--- config.mk ---
export PLATFORM = sky130hd
export DESIGN_NAME = framed_link_receiver_ack_core
export DESIGN_NICKNAME = d
export VERILOG_FILES = /design/src/rtl/core/flra_pkg.sv /design/src/rtl/core/flra_step.sv /design/src/rtl/core/flra_obuf.sv /design/src/rtl/core/framed_link_receiver_ack_core.sv
export SDC_FILE = /design/constraint.sdc
export NUM_CORES = 1
export LEC_CHECK = 0
export ABC_CLOCK_PERIOD_IN_PS = 7040
export BUFFER_PORTS_ARGS = -buffer_cell sky130_fd_sc_hd__buf_4
export CORE_MARGIN = 5
export CORE_UTILIZATION = 40
export DETAILED_ROUTE_END_ITERATION = 8
export PLACE_DENSITY = 0.66
export SYNTH_ARGS = -nofsm -noshare
export SYNTH_HDL_FRONTEND = slang
export SYNTH_SLANG_ARGS = --single-unit
--- constraint.sdc ---
create_clock -name clk -period 7.04 [get_ports clk]
set_input_delay 1.056 -clock clk [delete_from_list [all_inputs] [get_ports clk]]
set_output_delay 1.056 -clock clk [all_outputs]
set_load 0.02 [all_outputs]
--- src/rtl/core/flra_pkg.sv ---
// ----------------------------------------------------------------------------
// flra_pkg: shared types and constants of the framed link receiver
// Codes, the per-type content length rule table, and the state and result
// structs passed between the step logic, the result buffer and the top level.
// ----------------------------------------------------------------------------
package flra_pkg;

	// number of frame types the receiver knows; types at or above are rejected
	localparam int unsigned TYPE_COUNT = 15;
	// first type number beyond the rule table; such types take any length
	localparam int unsigned RULE_TYPES = 15;

	localparam int unsigned MAX_RESULTS = 4;
	localparam int unsigned CFG_INDEX_W = 8;
	localparam int unsigned CFG_DATA_W  = 9;

	localparam logic [7:0] ACK_BYTE   = 8'hAA;
	localparam logic [7:0] NACK_BYTE  = 8'h55;
	localparam logic [7:0] START_BYTE = 8'h0F;
	localparam logic [7:0] TRAIL_BYTE = 8'hF0;

	localparam logic [7:0] TIMEOUT_RESET = 8'd90;
	localparam logic [8:0] PING_RESET    = 9'd300;

	// content length rules
	localparam logic [7:0] LEN_ANY = 8'd255;
	localparam logic [7:0] LEN_STR = 8'd254;

	// type number that marks the peer as opened
	localparam logic [7:0] TYPE_PEER_OPEN = 8'd13;

	// configuration register indexes
	localparam logic [CFG_INDEX_W-1:0] REG_TIMEOUT = 8'd0;
	localparam logic [CFG_INDEX_W-1:0] REG_PING    = 8'd1;

	typedef enum logic [1:0] {
		IN_BYTE = 2'd0,
		IN_TICK = 2'd1,
		IN_SENT = 2'd2,
		IN_NONE = 2'd3
	} in_kind_t;

	typedef enum logic [2:0] {
		RES_TX       = 3'd0,
		RES_BODY     = 3'd1,
		RES_ACCEPTED = 3'd2,
		RES_REJECTED = 3'd3,
		RES_ACK_SEEN = 3'd4,
		RES_RESEND   = 3'd5,
		RES_TIMEOUT  = 3'd6,
		RES_PING     = 3'd7
	} res_kind_t;

	typedef enum logic [3:0] {
		PH_IDLE  = 4'b0001,
		PH_START = 4'b0010,
		PH_BODY  = 4'b0100,
		PH_TRAIL = 4'b1000
	} phase_t;

	typedef struct packed {
		phase_t     rx_phase;
		logic [7:0] bytes_left;
		logic [7:0] body_index;
		logic [7:0] frame_type;
		logic       zero_before_end;
		logic [7:0] last_body_byte;
		logic [7:0] rx_age;
		logic       waiting_for_ack;
		logic [7:0] ack_age;
		logic [8:0] ping_count;
	} link_state_t;

	typedef struct packed {
		logic [7:0] timeout_ticks;
		logic [8:0] ping_period;
	} link_cfg_t;

	typedef struct packed {
		res_kind_t  kind;
		logic [7:0] data;
	} result_t;

	typedef struct packed {
		logic [2:0]              count;
		result_t [MAX_RESULTS-1:0] res;
	} result_list_t;

	// content length rule for the known types
	function automatic logic [7:0] type_rule(input logic [3:0] t);
		logic [7:0] r;
		begin
			case (t)
				4'd2, 4'd6, 4'd11: r = 8'd4;
				4'd3, 4'd9:        r = LEN_STR;
				4'd5:              r = 8'd6;
				4'd10:             r = 8'd1;
				default:           r = 8'd0;
			endcase
			return r;
		end
	endfunction

endpackage

--- src/rtl/core/flra_step.sv ---
// ----------------------------------------------------------------------------
// flra_step: per-item link logic
// Given the link state and one input beat, works out the next state and the
// ordered list of up to four results.
// ----------------------------------------------------------------------------
module flra_step #(
	parameter int unsigned TYPE_COUNT = flra_pkg::TYPE_COUNT
) (
	input  flra_pkg::link_state_t  st,
	input  flra_pkg::link_cfg_t    cfg,
	input  logic [1:0]             kind,
	input  logic [7:0]             rx_byte,
	output flra_pkg::link_state_t  st_next,
	output flra_pkg::result_list_t results
);

	function automatic flra_pkg::result_list_t push(
		input flra_pkg::result_list_t l,
		input flra_pkg::res_kind_t    k,
		input logic [7:0]             d
	);
		flra_pkg::result_list_t o;
		begin
			o = l;
			o.res[l.count[1:0]].kind = k;
			o.res[l.count[1:0]].data = d;
			o.count = l.count + 3'd1;
			return o;
		end
	endfunction

	logic       verdict_ok;
	logic [7:0] clen;
	logic [7:0] rule;
	logic [8:0] ping_inc;

	// verdict on the frame held in the state
	always_comb begin
		clen = st.body_index - 8'd1;
		rule = flra_pkg::type_rule(st.frame_type[3:0]);
		if (st.body_index == 8'd0) begin
			verdict_ok = 1'b0;
		end else if ({1'b0, st.frame_type} >= 9'(TYPE_COUNT)) begin
			verdict_ok = 1'b0;
		end else if ({1'b0, st.frame_type} >= 9'(flra_pkg::RULE_TYPES)) begin
			verdict_ok = 1'b1;
		end else if (rule == flra_pkg::LEN_STR) begin
			verdict_ok = (clen >= 8'd1) && (st.last_body_byte == 8'd0) &&
				!st.zero_before_end;
		end else if (rule == flra_pkg::LEN_ANY) begin
			verdict_ok = 1'b1;
		end else begin
			verdict_ok = (clen == rule);
		end
	end

	assign ping_inc = st.ping_count + 9'd1;

	always_comb begin
		st_next = st;
		results = '0;
		case (flra_pkg::in_kind_t'(kind))
			flra_pkg::IN_BYTE: begin
				case (st.rx_phase)
					flra_pkg::PH_IDLE: begin
						if (rx_byte == flra_pkg::ACK_BYTE) begin
							if (st.waiting_for_ack) begin
								st_next.waiting_for_ack = 1'b0;
								results = push(results, flra_pkg::RES_ACK_SEEN, 8'd0);
							end
						end else if (rx_byte == flra_pkg::NACK_BYTE) begin
							if (st.waiting_for_ack) begin
								results = push(results, flra_pkg::RES_RESEND, 8'd0);
							end
						end else if (rx_byte == flra_pkg::START_BYTE) begin
							st_next.rx_phase = flra_pkg::PH_START;
							st_next.rx_age   = 8'd0;
						end
					end
					flra_pkg::PH_START: begin
						if (rx_byte == 8'd0) begin
							results = push(results, flra_pkg::RES_REJECTED, 8'd0);
							results = push(results, flra_pkg::RES_TX, flra_pkg::NACK_BYTE);
							st_next.rx_phase = flra_pkg::PH_IDLE;
						end else begin
							st_next.rx_phase        = flra_pkg::PH_BODY;
							st_next.rx_age          = 8'd0;
							st_next.bytes_left      = rx_byte;
							st_next.body_index      = 8'd0;
							st_next.zero_before_end = 1'b0;
							st_next.last_body_byte  = 8'd0;
						end
					end
					flra_pkg::PH_BODY: begin
						results = push(results, flra_pkg::RES_BODY, rx_byte);
						if (st.body_index == 8'd0) begin
							st_next.frame_type = rx_byte;
						end else begin
							// a zero inside the content, not at its end
							if (st.body_index >= 8'd2 && st.last_body_byte == 8'd0)
								st_next.zero_before_end = 1'b1;
							st_next.last_body_byte = rx_byte;
						end
						if (st.body_index != 8'd255)
							st_next.body_index = st.body_index + 8'd1;
						if (st.bytes_left <= 8'd1) begin
							st_next.bytes_left = 8'd0;
							st_next.rx_phase   = flra_pkg::PH_TRAIL;
						end else begin
							st_next.bytes_left = st.bytes_left - 8'd1;
						end
					end
					default: begin
						st_next.rx_phase = flra_pkg::PH_IDLE;
						if (rx_byte == flra_pkg::TRAIL_BYTE && verdict_ok) begin
							results = push(results, flra_pkg::RES_ACCEPTED, 8'd0);
							results = push(results, flra_pkg::RES_TX, flra_pkg::ACK_BYTE);
							if (st.frame_type == flra_pkg::TYPE_PEER_OPEN) begin
								st_next.waiting_for_ack = 1'b0;
								st_next.ack_age         = 8'd0;
							end
						end else begin
							results = push(results, flra_pkg::RES_REJECTED, 8'd0);
							results = push(results, flra_pkg::RES_TX, flra_pkg::NACK_BYTE);
						end
					end
				endcase
			end
			flra_pkg::IN_TICK: begin
				st_next.ping_count = ping_inc;
				if (ping_inc >= cfg.ping_period) begin
					results = push(results, flra_pkg::RES_PING, 8'd0);
					st_next.ping_count = 9'd0;
				end
				if (st.waiting_for_ack) begin
					if (st.ack_age >= cfg.timeout_ticks) begin
						st_next.waiting_for_ack = 1'b0;
						results = push(results, flra_pkg::RES_TIMEOUT, 8'd0);
					end else begin
						st_next.ack_age = st.ack_age + 8'd1;
					end
				end
				if (st.rx_phase != flra_pkg::PH_IDLE) begin
					if (st.rx_age >= cfg.timeout_ticks) begin
						results = push(results, flra_pkg::RES_REJECTED, 8'd0);
						results = push(results, flra_pkg::RES_TX, flra_pkg::NACK_BYTE);
						st_next.rx_phase = flra_pkg::PH_IDLE;
					end else begin
						st_next.rx_age = st.rx_age + 8'd1;
					end
				end
			end
			flra_pkg::IN_SENT: begin
				st_next.waiting_for_ack = 1'b1;
				st_next.ack_age         = 8'd0;
			end
			default: begin
			end
		endcase
	end

endmodule

--- src/rtl/core/flra_obuf.sv ---
// ----------------------------------------------------------------------------
// flra_obuf: result buffer
// Holds the results of one item and hands them out one beat per cycle
// while out_stall is low; entry zero is the output register.
// ----------------------------------------------------------------------------
module flra_obuf (
	input  logic                   clk,
	input  logic                   arst_n,
	input  logic                   load,
	input  flra_pkg::result_list_t results,
	output logic                   can_load,
	output logic                   out_valid,
	input  logic                   out_stall,
	output logic [2:0]             out_kind,
	output logic [7:0]             out_byte,
	output logic                   last
);

	localparam int unsigned N = flra_pkg::MAX_RESULTS;

	typedef struct packed {
		flra_pkg::result_t res;
		logic              last;
	} entry_t;

	entry_t [N-1:0] ent_q;
	logic [2:0]     cnt_q;
	logic           pop;

	assign pop      = (cnt_q != 3'd0) && !out_stall;
	// a new item may enter once the last pending result leaves
	assign can_load = (cnt_q == 3'd0) || (cnt_q == 3'd1 && pop);

	always_ff @(posedge clk or negedge arst_n) begin
		if (!arst_n) begin
			cnt_q <= 3'd0;
		end else if (load) begin
			cnt_q <= results.count;
		end else if (pop) begin
			cnt_q <= cnt_q - 3'd1;
		end
	end

	always_ff @(posedge clk) begin
		if (load) begin
			for (int i = 0; i < N; i++) begin
				ent_q[i].res  <= results.res[i];
				ent_q[i].last <= (results.count == 3'(i + 1));
			end
		end else if (pop) begin
			for (int i = 0; i < N - 1; i++) begin
				ent_q[i] <= ent_q[i+1];
			end
		end
	end

	assign out_valid = (cnt_q != 3'd0);
	assign out_kind  = ent_q[0].res.kind;
	assign out_byte  = ent_q[0].res.data;
	assign last      = ent_q[0].last;

endmodule

--- src/rtl/core/framed_link_receiver_ack_core.sv ---
// ----------------------------------------------------------------------------
// framed_link_receiver_ack_core: framed serial link receiver with ACK/NACK
// Parses received frames, passes body bytes on, answers ACK or NACK, and
// tracks acknowledgement waits, partial-frame timeouts and ping requests.
// ----------------------------------------------------------------------------
// An input beat (received byte, timer tick or frame-sent notice) is taken at
// a clock edge: the link state is updated at that edge and the zero to four
// results it causes are loaded into a four-entry result buffer. Results leave
// one beat per cycle while out_stall is low, type byte first for body data;
// the last result of an item carries last. The next input beat is taken in
// the same cycle that the final pending result leaves. Configuration writes
// are always ready and should only be made while the block is idle.
// ----------------------------------------------------------------------------
module framed_link_receiver_ack_core #(
	parameter int unsigned TYPE_COUNT = flra_pkg::TYPE_COUNT
) (
	input  logic                                clk,
	input  logic                                arst_n,
	// configuration write channel
	input  logic                                cfg_valid,
	output logic                                cfg_ready,
	input  logic [flra_pkg::CFG_INDEX_W-1:0]    cfg_index,
	input  logic [flra_pkg::CFG_DATA_W-1:0]     cfg_data,
	// input channel
	input  logic                                in_valid,
	output logic                                in_stall,
	input  logic [1:0]                          kind,
	input  logic [7:0]                          rx_byte,
	// result channel
	output logic                                out_valid,
	input  logic                                out_stall,
	output logic [2:0]                          out_kind,
	output logic [7:0]                          out_byte,
	output logic                                last
);

	flra_pkg::link_state_t  state_q;
	flra_pkg::link_state_t  state_next;
	flra_pkg::link_cfg_t    cfg_q;
	flra_pkg::result_list_t results;
	logic                   can_load;
	logic                   in_take;

	// registers: timeout and ping period; other indexes are dropped
	assign cfg_ready = 1'b1;

	always_ff @(posedge clk or negedge arst_n) begin
		if (!arst_n) begin
			cfg_q.timeout_ticks <= flra_pkg::TIMEOUT_RESET;
			cfg_q.ping_period   <= flra_pkg::PING_RESET;
		end else if (cfg_valid && cfg_ready) begin
			if (cfg_index == flra_pkg::REG_TIMEOUT)
				cfg_q.timeout_ticks <= cfg_data[7:0];
			else if (cfg_index == flra_pkg::REG_PING)
				cfg_q.ping_period <= cfg_data;
		end
	end

	// input beat handshake follows the result buffer drain
	assign in_stall = !can_load;
	assign in_take  = in_valid && can_load;

	flra_step #(
		.TYPE_COUNT (TYPE_COUNT)
	) u_step (
		.st      (state_q),
		.cfg     (cfg_q),
		.kind    (kind),
		.rx_byte (rx_byte),
		.st_next (state_next),
		.results (results)
	);

	// link state: phase, frame bookkeeping, ack wait and ping counter
	always_ff @(posedge clk or negedge arst_n) begin
		if (!arst_n) begin
			state_q.rx_phase        <= flra_pkg::PH_IDLE;
			state_q.bytes_left      <= 8'd0;
			state_q.body_index      <= 8'd0;
			state_q.frame_type      <= 8'd0;
			state_q.zero_before_end <= 1'b0;
			state_q.last_body_byte  <= 8'd0;
			state_q.rx_age          <= 8'd0;
			state_q.waiting_for_ack <= 1'b0;
			state_q.ack_age         <= 8'd0;
			state_q.ping_count      <= 9'd0;
		end else if (in_take) begin
			state_q <= state_next;
		end
	end

	flra_obuf u_obuf (
		.clk       (clk),
		.arst_n    (arst_n),
		.load      (in_take),
		.results   (results),
		.can_load  (can_load),
		.out_valid (out_valid),
		.out_stall (out_stall),
		.out_kind  (out_kind),
		.out_byte  (out_byte),
		.last      (last)
	);

endmodule
---- After elaboration in Yosys (flattened, before gate mapping) ----
Index checks and enable logic that the tools add are counted.
word-level totals
  register bits ........................... 131
  bits in latches ......................... 0
  memory bits (writable) .................. 0
  bits in read-only memories .............. 0
  input port bits ......................... 32
  output and inout port bits .............. 15
  logic and storage cells ................. 216
  memories ................................ 0
operators by class
  add/subtract/negate cells ............... 10
  multiply operators ...................... 0
  div/mod/pow operators ................... 0
  magnitude comparators ................... 13
  equality and inequality tests ........... 50
  shift-type cells ........................ 0
  muxes and demuxes ....................... 76
  bitwise operators ....................... 1
  reduce and logical (&&, ||, !) cells .... 41
operator list
  kind                                                             number
  47-bit two-way mux                                               8
  44-bit bitwise mux                                               6
  47-bit one-hot mux with 3 select lines                           1
  45-bit two-way mux                                               3
  11-bit demux with 2-bit select                                   6
  8-bit two-way mux                                                12
  47-bit one-hot mux with 2 select lines                           1
  36-bit two-way mux                                               2
  46-bit two-way mux                                               1
  9-bit two-way mux                                                5
  11-bit two-way mux                                               3
  8-bit == test, second input constant                             4
  8-bit zero test                                                  4
  16-bit one-hot mux with 2 select lines                           1
  8-bit one-hot mux with 2 select lines                            2
  8-bit one-hot mux with 4 select lines                            1
  9-bit one-hot mux with 3 select lines                            1
  8-bit by 1-bit adder with 8-bit output, second input constant    3
  4-bit two-way mux                                                6
  19-bit two-way mux                                               1
  9-bit one-hot mux with 2 select lines                            1
  17-bit two-way mux                                               1
  8-bit by 4-bit == test with 1-bit output, second input constant  2
  8-bit >= comparator                                              2
  53 further kinds                                                 114

---- Logic depth before layout (Yosys ltp) ----
Gate-level depths: netlist of the first run.
  word-level depth ........................ 26
  mapped depth ............................ 16

---- Cells and area by module ----
A second synthesis of the first run with hierarchy kept.
second synthesis, totals
  cell total of the unflattened synthesis .. 820
  area total of the unflattened synthesis .. 8518.2 um^2
by module, submodules not included
  module                         instances  cells an instance  area an instance (um^2)  sequential area each (um^2)
  flra_step                      1          511                3259.4                   0.0
  framed_link_receiver_ack_core  1          176                3042.9                   2013.2
  flra_obuf                      1          133                2215.9                   1516.5

---- Worst setup path before layout of the first run ----
Ideal clock, no wire load.
  kind .................................... reg2reg
  from .................................... register state_q[0] (netlist bit)
  to ...................................... register u_obuf.ent_q, in the netlist u_obuf.out_byte[2] (data pin)
  library setup time ...................... 0.154 ns
  arrival time ............................ 3.575 ns
  required time ........................... 6.886 ns
  path slack .............................. 3.312 ns
  cell stages (with the launch flop) ...... 17
  buffers on the path ..................... 1
  clock period less this slack ............ 3.728 ns
  path through ............................ dfrtp_1 ha_1 nand3_1 nor2_1 xor2_1 ha_1 nand4_1 o311ai_0 a21oi_2 inv_1 clkbuf_1 ha_1 nand2_1 nor4b_1 o211a_1 a21oi_1 o21ai_0
on the way
  longest elaborated chain between the ends .. 20
  elaborated cells on any way between the ends .. 37
  those cells by class .................... add/sub: 3; order compare: 7; mux: 24; reduce/logical: 3
ends and longest elaborated chain
  item                                                                                                                                           line                                 text
  from (decl)                                                                                                                                    framed_link_receiver_ack_core.sv:37  flra_pkg::link_state_t state_q;
  from (signal assigned)                                                                                                                         framed_link_receiver_ack_core.sv:88  state_q <= state_next;
  9-bit by 1-bit adder with 9-bit output (*)                                                                                                     flra_step.sv:57                      assign ping_inc = st.ping_count + 9'd1;
  9-bit >= comparator (*)                                                                                                                        flra_step.sv:131                     if (ping_inc >= cfg.ping_period) begin
  45-bit two-way mux (*)                                                                                                                         flra_step.sv:131
  47-bit two-way mux (*)                                                                                                                         flra_step.sv:62                      case (flra_pkg::in_kind_t'(kind))
  2-bit by 3-bit less-than comparator with 1-bit output (implied by the code) or 2-bit by 1-bit >= comparator with 1-bit output (tied branches)  flra_step.sv:26                      o.res[l.count[1:0]].data = d;
  1-bit logical AND (implied by the code)                                                                                                        flra_step.sv:26
  8-bit two-way mux (implied by the code)                                                                                                        flra_step.sv:26
  11-bit demux with 2-bit select                                                                                                                 n/a
  44-bit bitwise mux                                                                                                                             flra_step.sv:26
  47-bit two-way mux                                                                                                                             flra_step.sv:136                     if (st.ack_age >= cfg.timeout_ticks) begin
  47-bit two-way mux (*)                                                                                                                         flra_step.sv:135                     if (st.waiting_for_ack) begin
  47-bit two-way mux (*)                                                                                                                         flra_step.sv:62
  branches (longest 5 deep; another with 3-bit by 1-bit adder with 3-bit output)                                                                 n/a
  47-bit two-way mux (*)                                                                                                                         flra_step.sv:143                     if (st.rx_phase != flra_pkg::PH_IDLE) begin
  47-bit one-hot mux with 2 select lines (*)                                                                                                     flra_step.sv:62
  36-bit two-way mux (*)                                                                                                                         flra_obuf.sv:45                      if (load) begin
  to (signal, indexed assignment)                                                                                                                flra_obuf.sv:52                      ent_q[i] <= ent_q[i+1];
  to (decl)                                                                                                                                      flra_obuf.sv:26                      entry_t [N-1:0] ent_q;
Every way passes the cells marked *. The select of a mux whose other input is x is not followed.
A chain may end at the register's enable or synchronous reset.

---- Final worst setup path of the first run ----
  from .................................... register state_q[0] (netlist bit)
  to ...................................... register u_obuf.ent_q, in the netlist u_obuf.out_byte[6] (data pin)
The elaborated chain is that of the path after synthesis.

==> out/results.txt, run 1 <==
Initial Util: 40.49%
Net switching fraction of the power: 35.57%
Clock tree buffer depth: 2
Post-DR vias/cell: 5.463
Maximum VDD drop: 0.1561 mV
Synth warnings: 0
Post-Syn Area: 6690 um^2
Final wirelength: 14860 um
Post-synth EDFFs: 24
Final TNS setup: 0 ns
Final Non-Filler Cells: 963
Post-synthesis mux area share: 3.553%
Syn Area/Cell: 9.305 um^2
Filler Cell Count: 1562
# nets final: 815
Pwr/cell area: 260.1 nW/um^2
# clock sinks: 107
Yosys reg bits: 107
Critical Path RT: 7.23 ns
Leak Pwr: 3.251 nW
Count of distinct cell types in the synthesized netlist: 74
Crit share post-route: 60.98%
Dominant synthesized flop cell: dfrtp_1
Data arrival time of the critical path: 4.48 ns
Startpoint types: flop
Final hold vios: 0
HPWL after detailed placement: 10810 um
GPL Wtd Cong: 0.8596
# DRC: 0
Total Power: 1.922 mW
Most common cell after layout, fill and taps aside: nand2_1
I/O Pins: 47
RSZ-0062 raised after global routing: false
Initial antenna violation count: 0
Maxcap violations: 0
Fin. max-slew vios: 0
Root buf cell: clkbuf_16
Fin Clk Skew: 0.004842 ns
Dominant cells by area after synthesis: dfrtp_1, edfxtp_1, ha_1
Share of layout cells above drive strength 1: 14.67%
Core area: 16520 um^2
Outcome: complete, no violations
Layout area overhead: 10.44%
Post-synth top area share: 27.68%
Fraction of synthesized cell area in xor and xnor cells: 2.487%
Relative slew slack: 45.10%
Port bufs: 45
HP Class: reg -> reg
All-Layer GR Usage: 15.49%
Ys async rst share: 77.57%
Seq/Total Area, Yosys: 41.99%
Flop2flop setup slack: 2.75 ns
Vias in the first global route: 4942
Post-synthesis simple-gate area fraction: 19.54%
CTS tree: yes
H-tree Lvls: 3
Worst Tran Pin Value: 0.8235 ns
Worst Setup Path Type: reg -> reg
Achievable frequency: 0.2329 GHz
Mapped Nets: 796
Pint: 1.238 mW
Synth Area in Compound Gates: 18.37%
Inst Count DP: 947
Die width: 139.3 um
Clk pin slew, worst setup/hold paths: 0.07 ns
Synth Area in Adders: 8.416%
Cells after Synth: 719
# setup viols final: 0
FP Rows: 47
Total setup buffers inserted after CTS: 0
Most frequent cells in the layout: nand2_1, dfrtp_1, o21ai_0
Crit-path max FO: 11
Clock share of power: 24.6%
Antenna diodes: 0
Global-route wire length before repair: 25050 um
Net Sw Power: 0.6836 mW
Routed Antenna Nets: 0
Die ar.: 19410 um^2
CTS buffer count: 9
Flop pwr share: 44.4%
Largest net degree at the start of global routing: 54
Nature of the critical path endpoint: flop
Yosys top cell by area: dfrtp_1
Vias post-DR: 5261
Minimum clock period: 4.293 ns
Die H: 139.3 um
Post-cts sizing count: 0
Remaining global-route overflow: 0
Clock Latency Late Sink: 0.36 ns
Total iterations of the first detailed-routing run: 5
CTS Hold Buffers Added: 0
Initial DRC count: 454
Largest family of logic cells by synthesized area: simple AND/OR/NAND/NOR gates
Comb power frac: 31.0%
Per-cell routed wire length: 15.44 um
==> cell families (layout without fill, tap and decap cells) <==
family | count (synthesis) | in the layout
simple gates | 259 | 259
compound gates | 185 | 185
flops | 107 | 107
buf+inv | 82 | 106
fa+ha+maj | 45 | 45
mux | 21 | 21
xor+xnor | 19 | 19
other cells | 1 | 1
==> cell usage after synthesis, types with 3 or more instances <==
cell type and n:
nand2_1 93, a22o_1 14, or3_1 3, a21o_1 7
edfxtp_1 24, and3_1 10, buf_2 5, o21a_1 4
o211ai_1 6, nand2b_1 6, o31ai_1 9, or4b_2 3
nor4b_1 3, nor3_1 17, o21ai_0 70, clkbuf_1 24
xor2_1 9, dfstp_2 9, inv_1 39, nor4bb_1 4
nand3_1 25, nor2b_1 5, dfrtp_1 74, a32oi_1 4
buf_4 12, nor2_1 47, o41ai_1 9, a31oi_1 5
nor4_1 7, and2_1 6, nand4_1 13, a22oi_1 3
xnor2_1 10, o311ai_0 3, ha_1 45, a21oi_1 25
mux2_2 18
==> metal layers <==
layer | vias to the layer above | part of all wire [%] | global-route usage, %
met2 | 100 | 45 | 23.84
met4 | 0 | 1.5 | 4.840
met1 | 2492 | 49 | 22.16
met3 | 18 | 3.9 | 2.916
met5 | - | 0 | 0
li1 | 2651 | - | -
==> power by group through the flow <==
stage / Sequential [mW] / Combinational (mW) / Clock, mW
global route: 0.869 / 0.672 / 0.510
floorplan: 0.841 / 0.458 / 0
global placement: 0.863 / 0.591 / 0
detailed placement: 0.863 / 0.601 / 0
CTS: 0.853 / 0.602 / 0.484
finish: 0.852 / 0.596 / 0.474
==> path summary, 6_finish.rpt <==
kind	from	end	depth (start not counted)
setup / recovery	state_q[0]	u_obuf.out_byte[6]	15
hold / removal	state_q[31]	state_q[31]	2
setup reg to reg	state_q[0]	u_obuf.out_byte[6]	15
hold reg to reg	state_q[31]	state_q[31]	2
max in group asynchronous	arst_n	cfg_q[6]	2
min in group asynchronous	arst_n	state_q[43]	1
==> metrics by stage <==
stage / worst slack (ns) / hold WS [ns] / cell area [um^2] / utilization (%)
floorplan: 3.312 / 0.4496 / 6690 / -
global placement: 2.951 / 0.4663 / 7121 / 43.09
detailed placement: 2.789 / 0.4746 / 7121 / 43.09
CTS: 2.765 / 0.4906 / 7388 / 44.71
global route: 2.323 / 0.5182 / 7388 / 44.71
finish: 2.747 / 0.4860 / 7388 / 44.71
==> flip-flops by register name (all words and copies together), names as in the netlist <==
register / count
u_obuf.ent_q: 12
u_obuf.out_kind: 3
u_obuf.cnt_q: 3
u_obuf.last: 1
u_obuf.out_byte: 8
state_q: 63
cfg_q: 17
==> cell type report <==
type                            count  area [um^2]  share of cell area [%]
Clock inverter                      7        42.54                  0.5758
Sequential cell                   107         2809                   38.02
Timing Repair Buffer               51        382.9                   5.182
Multi-Input combinational cell    530         3507                   47.47
Inverter                           39        146.4                   1.981
Clock buffer                        9        225.2                   3.048
Tap cell                          220        275.3                   3.726
==> worst max-delay path: stages (launching register included) <==
cell and delay, ns:
dfrtp_1 0.42, ha_1 0.25, nand3_1 0.16, nor2_1 0.24, xor2_1 0.10, ha_1 0.30
nand4_1 0.08, o311ai_0 0.44, a21oi_2 0.20, inv_1 0.27, ha_1 0.26, nand2_1 0.15
nor4b_1 0.67, o211a_1 0.35, a21oi_1 0.06, o21ai_0 0.18
No activity file was read; power rests on OpenSTA's default activity.
==> run 2: changes to the inputs <==
- ABC_CLOCK_PERIOD_IN_PS: 7040 -> 4200
- clock period: 7.04 -> 4.2 ns (I/O delays scaled with it)
==> run 2 against run 1 <==
  * Clock skew increased by 0.0055 ns
  * Combinational power increased by 71%
  * Setup slack lost 2.4 ns
  * Clock power is 80% higher
  * Cell area up 0.93%
  * Global-route usage shrank 0.17 points
  * First-iteration DRC count fell by 29%
  * Non-clock buffer count is 6 higher
  * Worst hold slack worse by 0.16 ns
  * Die area unchanged
  * Critical endpoint is now u_obuf.ent_q[24]
  * Largest cell class unchanged
  * Largest power group unchanged
==> out/results.txt, run 2 (synthesis gave the netlist of run 1 again) <==
Outcome: complete, no violations
H-tree Lvls: 3 (unchanged)
Layout area overhead: 11.46%
HP Class: in -> async
Clk pin slew, worst setup/hold paths: 0.07 ns (about the same)
Initial antenna violation count: 0 (unchanged)
# setup viols final: 0 (unchanged)
Startpoint types: flop
Remaining global-route overflow: 0 (unchanged)
Clock Latency Late Sink: 0.35 ns (about the same)
Minimum clock period: 3.826 ns (-0.4674 ns)
Crit path capture: u_obuf.ent_q[24]
Crit Reg-Reg Startpoint: state_q[0]
Vias in the first global route: 5032 (+1.8%)
Die width: 139.3 um (unchanged)
Clock tree buffer depth: 2 (unchanged)
FF-to-FF path depth: 13 (-2)
Critical Path Start: state_q[0]
Fin. max-slew vios: 0 (unchanged)
All-Layer GR Usage: 15.33% (-0.17 points)
DP Worst Slack: 0.3801 ns (-2.409 ns)
Routed Antenna Nets: 0 (unchanged)
FP Rows: 47 (unchanged)
GPL Wtd Cong: 0.8124 (-5.5%)
WL met2: 6672 um (-1.3%)
Most frequent cells in the layout: nand2_1, dfrtp_1, o21ai_0
Largest net degree at the start of global routing: 57 (+5.6%)
Total setup buffers inserted after CTS: 0 (unchanged)
Maximum VDD drop: 0.2485 mV (+59%)
Data arrival time of the critical path: 3.92 ns (-0.56 ns)
Critical-path cell list: ha_1 > nand3_1 > xnor2_1 > ha_1 > a211o_1 > o211ai_1 > o311ai_0 > a21oi_2 > ha_1 > nand2b_1 > a21boi_0 > a211oi_1 > o41ai_1
CTS Hold Buffers Added: 0 (unchanged)
# nets final: 821 (+0.74%)
Global-route wire length before repair: 24830 um (-0.88%)
Top cell by count, worst path: ha_1
Final TNS setup: 0 ns (unchanged)
Die ar.: 19410 um^2 (unchanged)
Routed wl met3: 594 um (+2.2%)
Antenna diodes: 0 (unchanged)
Critical Path RT: 4.29 ns (-2.94 ns)
Critical Path Slowest Stage Cell: a211oi_1
Port bufs: 45 (unchanged)
Final hold vios: 0 (unchanged)
Crit share post-route: 91.09% (+30 points)
Die H: 139.3 um (unchanged)
HPWL after detailed placement: 10620 um (-1.8%)
Maxcap violations: 0 (unchanged)
CTS tree: yes
Per-cell routed wire length: 15.13 um (-2.0%)
Worst Tran Pin Value: 0.7695 ns (-0.05404 ns)
Most common cell after layout, fill and taps aside: nand2_1
Worst Setup Path Type: reg -> reg
Achievable frequency: 0.2614 GHz (+12%)
WL met1: 7128 um (-2.4%)
Final WS setup: 0.3743 ns (-2.373 ns)
Top reg by flops: state_q
Vias post-DR: 5336 (+1.4%)
I/O Pins: 47 (unchanged)
Fin Clk Skew: 0.01034 ns (+0.005497 ns)
Slowest stage delay, CP: 0.54 ns (-0.13 ns)
# DRC: 0 (unchanged)
Max FFs per register: 63 (unchanged)
Post-cts sizing count: 0 (unchanged)
Nature of the critical path endpoint: flop
Initial DRC count: 321 (-29%)
Share of layout cells above drive strength 1: 15.09% (+0.42 points)
Leak Pwr: 3.285 nW (+1.1%)
Final wirelength: 14660 um (-1.4%)
CTS buffer count: 9 (unchanged)
Top layer in use: met4
Root buf cell: clkbuf_16
Initial Util: 40.49% (unchanged)
Flop2flop setup slack: 0.37 ns (-2.37 ns)
Total iterations of the first detailed-routing run: 5 (unchanged)
Relative slew slack: 48.51% (+3.4 points)
# clock sinks: 107 (unchanged)
Crit-path max FO: 8 (-3)
RSZ-0062 raised after global routing: false
Regs by FF count: state_q x63, cfg_q x17, u_obuf.ent_q x12
Post-DR vias/cell: 5.507 (+0.80%)
FF-to-FF End: u_obuf.ent_q[24]
Pwr/cell area: 442.6 nW/um^2 (+70%)
Core area: 16520 um^2 (unchanged)
==> run 2: cell types whose count changed in the layout (fill, tap and decap cells not counted) <==
cell / before / now
buf_4: 51 / 57
bufinv_16: 0 / 1
clkbuf_1: 0 / 4
clkbuf_8: 0 / 1
clkinv_1: 2 / 0
clkinv_2: 2 / 0
inv_6: 2 / 0
==> run 2: per-stage QoR <==
step	utilization (%)	hold WS [ns]	total power [mW]	instance area, um^2	std cells
floorplan	-	0.3344	2.177	6690	719
global placement	43.36	0.4720	2.456	7166	953
detailed placement	43.36	0.4794	2.469	7166	953
CTS	45.13	0.3651	3.330	7457	969
global route	45.13	0.3917	3.533	7457	969
finish	45.13	0.3262	3.300	7457	969
==> run 2: cell type report <==
type	count	area, um^2
Timing Repair Buffer	57	427.9
Tap cell	220	275.3
Multi-Input combinational cell	530	3507
Clock inverter	2	37.54
Sequential cell	107	2809
Fill cell	1569	9067
Inverter	39	146.4
Clock buffer	14	254.0
==> run 2: how the worst min path moves through the flow <==
stage | start | endpoint | cells after the start
finish | arst_n | state_q[46] | 1
global route | arst_n | state_q[46] | 1
CTS | arst_n | state_q[46] | 1
detailed placement | state_q[29] | state_q[29] | 2
global placement | state_q[29] | state_q[29] | 2
floorplan | arst_n | cfg_q[0] | 0
==> run 2: power breakdown <==
| part | switching [mW] | leakage [nW] | internal [mW] |
|---|---|---|---|
| Sequential | 0.134 | 1.30 | 1.30 |
| Combinational | 0.623 | 1.85 | 0.396 |
| Clock | 0.372 | 0.137 | 0.480 |
==> run 2: worst max-delay path, delay by kind of cell (launching register included) <==
kind | cells | cell delay (ns)
XOR/XNOR | 1 | 0.23
AO/OA/AOI/OAI | 7 | 1.74
AND/OR/NAND/NOR | 2 | 0.34
adder cells (fa/ha/maj) | 3 | 0.84
flip-flops | 1 | 0.43
==> run 2: layer usage <==
| layer | GRT usage [%] | vias to the layer above |
|---|---|---|
| met4 | 5.716 | 0 |
| met3 | 2.573 | 14 |
| met5 | 0 | - |
| li1 | - | 2667 |
| met2 | 24.12 | 93 |
| met1 | 21.27 | 2562 |
==> run 3: changes to the inputs <==
- CORE_MARGIN: 5 -> not set
==> run 3 against run 2 <==
  * Utilization increased by 1.3 points
  * First-iteration DRC count grew 33%
  * Flip-flop and latch count unchanged
==> out/results.txt, run 3 (synthesis gave the netlist of run 1 again) <==
# nets final: 821 (unchanged)
DP Area: 7161 um^2 (about the same)
Clock Latency Late Sink: 0.36 ns (about the same)
HPWL after detailed placement: 10610 um (about the same)
Clock share of power: 27.2% (+1.4 points)
Crit-path max FO: 8 (unchanged)
Data arrival time of the critical path: 3.95 ns (+0.03 ns)
# setup viols final: 0 (unchanged)
Nature of the critical path endpoint: flop
Comb power frac: 30.3% (-0.6 points)
Worst Path Buf+Inv: 0 (unchanged)
Maximum VDD drop: 0.2568 mV (+3.4%)
Design area: 7481 um^2 (+0.32%)
Total iterations of the first detailed-routing run: 5 (unchanged)
Worst Tran Pin Value: 0.8536 ns (+0.08416 ns)
RSZ-0062 raised after global routing: false
Regs by FF count: state_q x63, cfg_q x17, u_obuf.ent_q x12
HP Class: in -> async
Filler Cell Count: 1559 (-0.64%)
Antenna diodes: 0 (unchanged)
Initial antenna violation count: 0 (unchanged)
All-Layer GR Usage: 18.11% (+2.8 points)
Total Power: 3.367 mW (+2.0%)
Die ar.: 17250 um^2 (-11%)
Final hold vios: 0 (unchanged)
Worst path top cell family by delay: compound AO/OA/AOI/OAI gates
Fin. max-slew vios: 0 (unchanged)
Fin Clk Skew: 0.009338 ns (-0.001001 ns)
Pwr/cell area: 450.1 nW/um^2 (+1.7%)
H-tree Lvls: 3 (unchanged)
Minimum clock period: 3.854 ns (+0.02874 ns)
Net Sw Power: 1.161 mW (+2.9%)
Clock tree buffer depth: 2 (unchanged)
I/O Pins: 47 (unchanged)
Slowest stage delay, CP: 0.51 ns (-0.03 ns)
Critical Path RT: 4.29 ns (about the same)
Achievable frequency: 0.2594 GHz (-0.75%)
Routed Antenna Nets: 0 (unchanged)
Outcome: complete, no violations
Critical Path Slowest Stage Cell: a211oi_1
Crit share post-route: 91.77% (+0.68 points)
Die width: 131.3 um (-5.7%)
Vias post-DR: 5394 (+1.1%)
Remaining global-route overflow: 0 (unchanged)
Multi-input gate area: 3507 um^2 (unchanged)
Global-route wire length before repair: 25210 um (+1.5%)
Vias in the first global route: 5040 (+0.16%)
Largest net degree at the start of global routing: 64 (+12%)
Critical-path cell list: ha_1 > nand3_1 > xnor2_1 > ha_1 > a211o_1 > o211ai_1 > o311ai_0 > a21oi_2 > ha_1 > nand2b_1 > a21boi_1 > a211oi_1 > o41ai_1
Flop pwr share: 42.6% (-0.7 points)
Root buf cell: clkbuf_16
Final TNS setup: 0 ns (unchanged)
Leak Pwr: 3.308 nW (+0.69%)
FP Rows: 46 (-2.1%)
CTS tree: yes
# DRC: 0 (unchanged)
Clk pin slew, worst setup/hold paths: 0.07 ns (about the same)
Maxcap violations: 0 (unchanged)
Initial DRC count: 426 (+33%)
Per-cell routed wire length: 15.49 um (+2.4%)
Worst Setup Path Type: reg -> reg
Share of layout cells above drive strength 1: 15.49% (+0.40 points)
Post-DR vias/cell: 5.590 (+1.5%)
Max FFs per register: 63 (unchanged)
Top reg by flops: state_q
Most frequent cells in the layout: nand2_1, dfrtp_1, o21ai_0
Final wirelength: 14950 um (+2.0%)
Total setup buffers inserted after CTS: 0 (unchanged)
Layout area overhead: 11.82%
GPL Wtd Cong: 0.8808 (+8.4%)
Reg area: 2809 um^2 (unchanged)
Core area: 16120 um^2 (-2.5%)
Startpoint types: flop
Most common cell after layout, fill and taps aside: nand2_1
Port bufs: 45 (unchanged)
Relative slew slack: 42.88% (-5.6 points)
Pint: 2.206 mW (+1.6%)
# clock sinks: 107 (unchanged)
Die H: 131.3 um (-5.7%)
Initial Util: 41.51% (+1.0 points)
Top cell by count, worst path: ha_1
CTS buffer count: 9 (unchanged)
Net switching fraction of the power: 34.49% (+0.29 points)
Flop2flop setup slack: 0.35 ns (-0.03 ns)
[run 3: changes by cell type in the layout (fill, tap and decap cells not counted)]
| cell | delta |
|---|---|
| a21boi_0 | -1 |
| clkbuf_1 | -3 |
| clkinv_2 | +1 |
| clkinvlp_4 | -1 |
| a21boi_1 | +1 |
| inv_6 | +2 |
| clkbuf_16 | +1 |
[run 3: worst paths after layout]
kind	startpoint	to	cells past startpoint
setup / recovery	state_q[0]	u_obuf.ent_q[24]	13
hold / removal	arst_n	state_q[43]	1
setup reg to reg	state_q[0]	u_obuf.ent_q[24]	13
hold reg to reg	state_q[27]	state_q[27]	2
max in group asynchronous	arst_n	cfg_q[8]	2
min in group clk	state_q[27]	state_q[27]	2
[run 3: final cells by class]
| class | count | area share, % |
|---|---|---|
| clock inverter | 4 | 0.7025 |
| multi-input combinational | 530 | 46.88 |
| clock buffer | 12 | 3.579 |
| sequential | 107 | 37.55 |
| inverter | 39 | 1.957 |
| tap | 216 | 3.613 |
| timing repair buffer | 57 | 5.720 |
[run 3: timing repair]
action / 4_1_cts / 5_1_grt
setup endpoints to repair: 0 / 1
resized for setup: 0 / 1
hold buffers: 0 / 0
[run 3: power groups by stage]
stage | sequential (mW) | clock [mW] | combinational (mW)
floorplan | 1.41 | 0 | 0.768
global placement | 1.45 | 0 | 1.00
detailed placement | 1.45 | 0 | 1.02
CTS | 1.43 | 0.938 | 1.02
global route | 1.46 | 0.974 | 1.14
finish | 1.43 | 0.915 | 1.02
[run 3: routing by layer]
metal | share of wire [%] | routed length (um) | global-route usage [%]
met3 | 3.1 | 458 | 2.353
met5 | 0 | 0 | 0
met1 | 50 | 7498 | 25.28
met4 | 1.8 | 262 | 7.558
met2 | 45 | 6731 | 28.25
[run 3: metrics by stage]
stage / hold slack, ns / worst slack, ns / util (%) / std cells
after floorplan: 0.3344 / 0.4716 / - / 719
after global placement: 0.4685 / 0.4057 / 44.43 / 949
after detailed placement: 0.4778 / 0.3324 / 44.43 / 949
after CTS: 0.4110 / 0.3275 / 46.42 / 965
after global routing: 0.4515 / 0.05299 / 46.42 / 965
final: 0.3788 / 0.3455 / 46.42 / 965
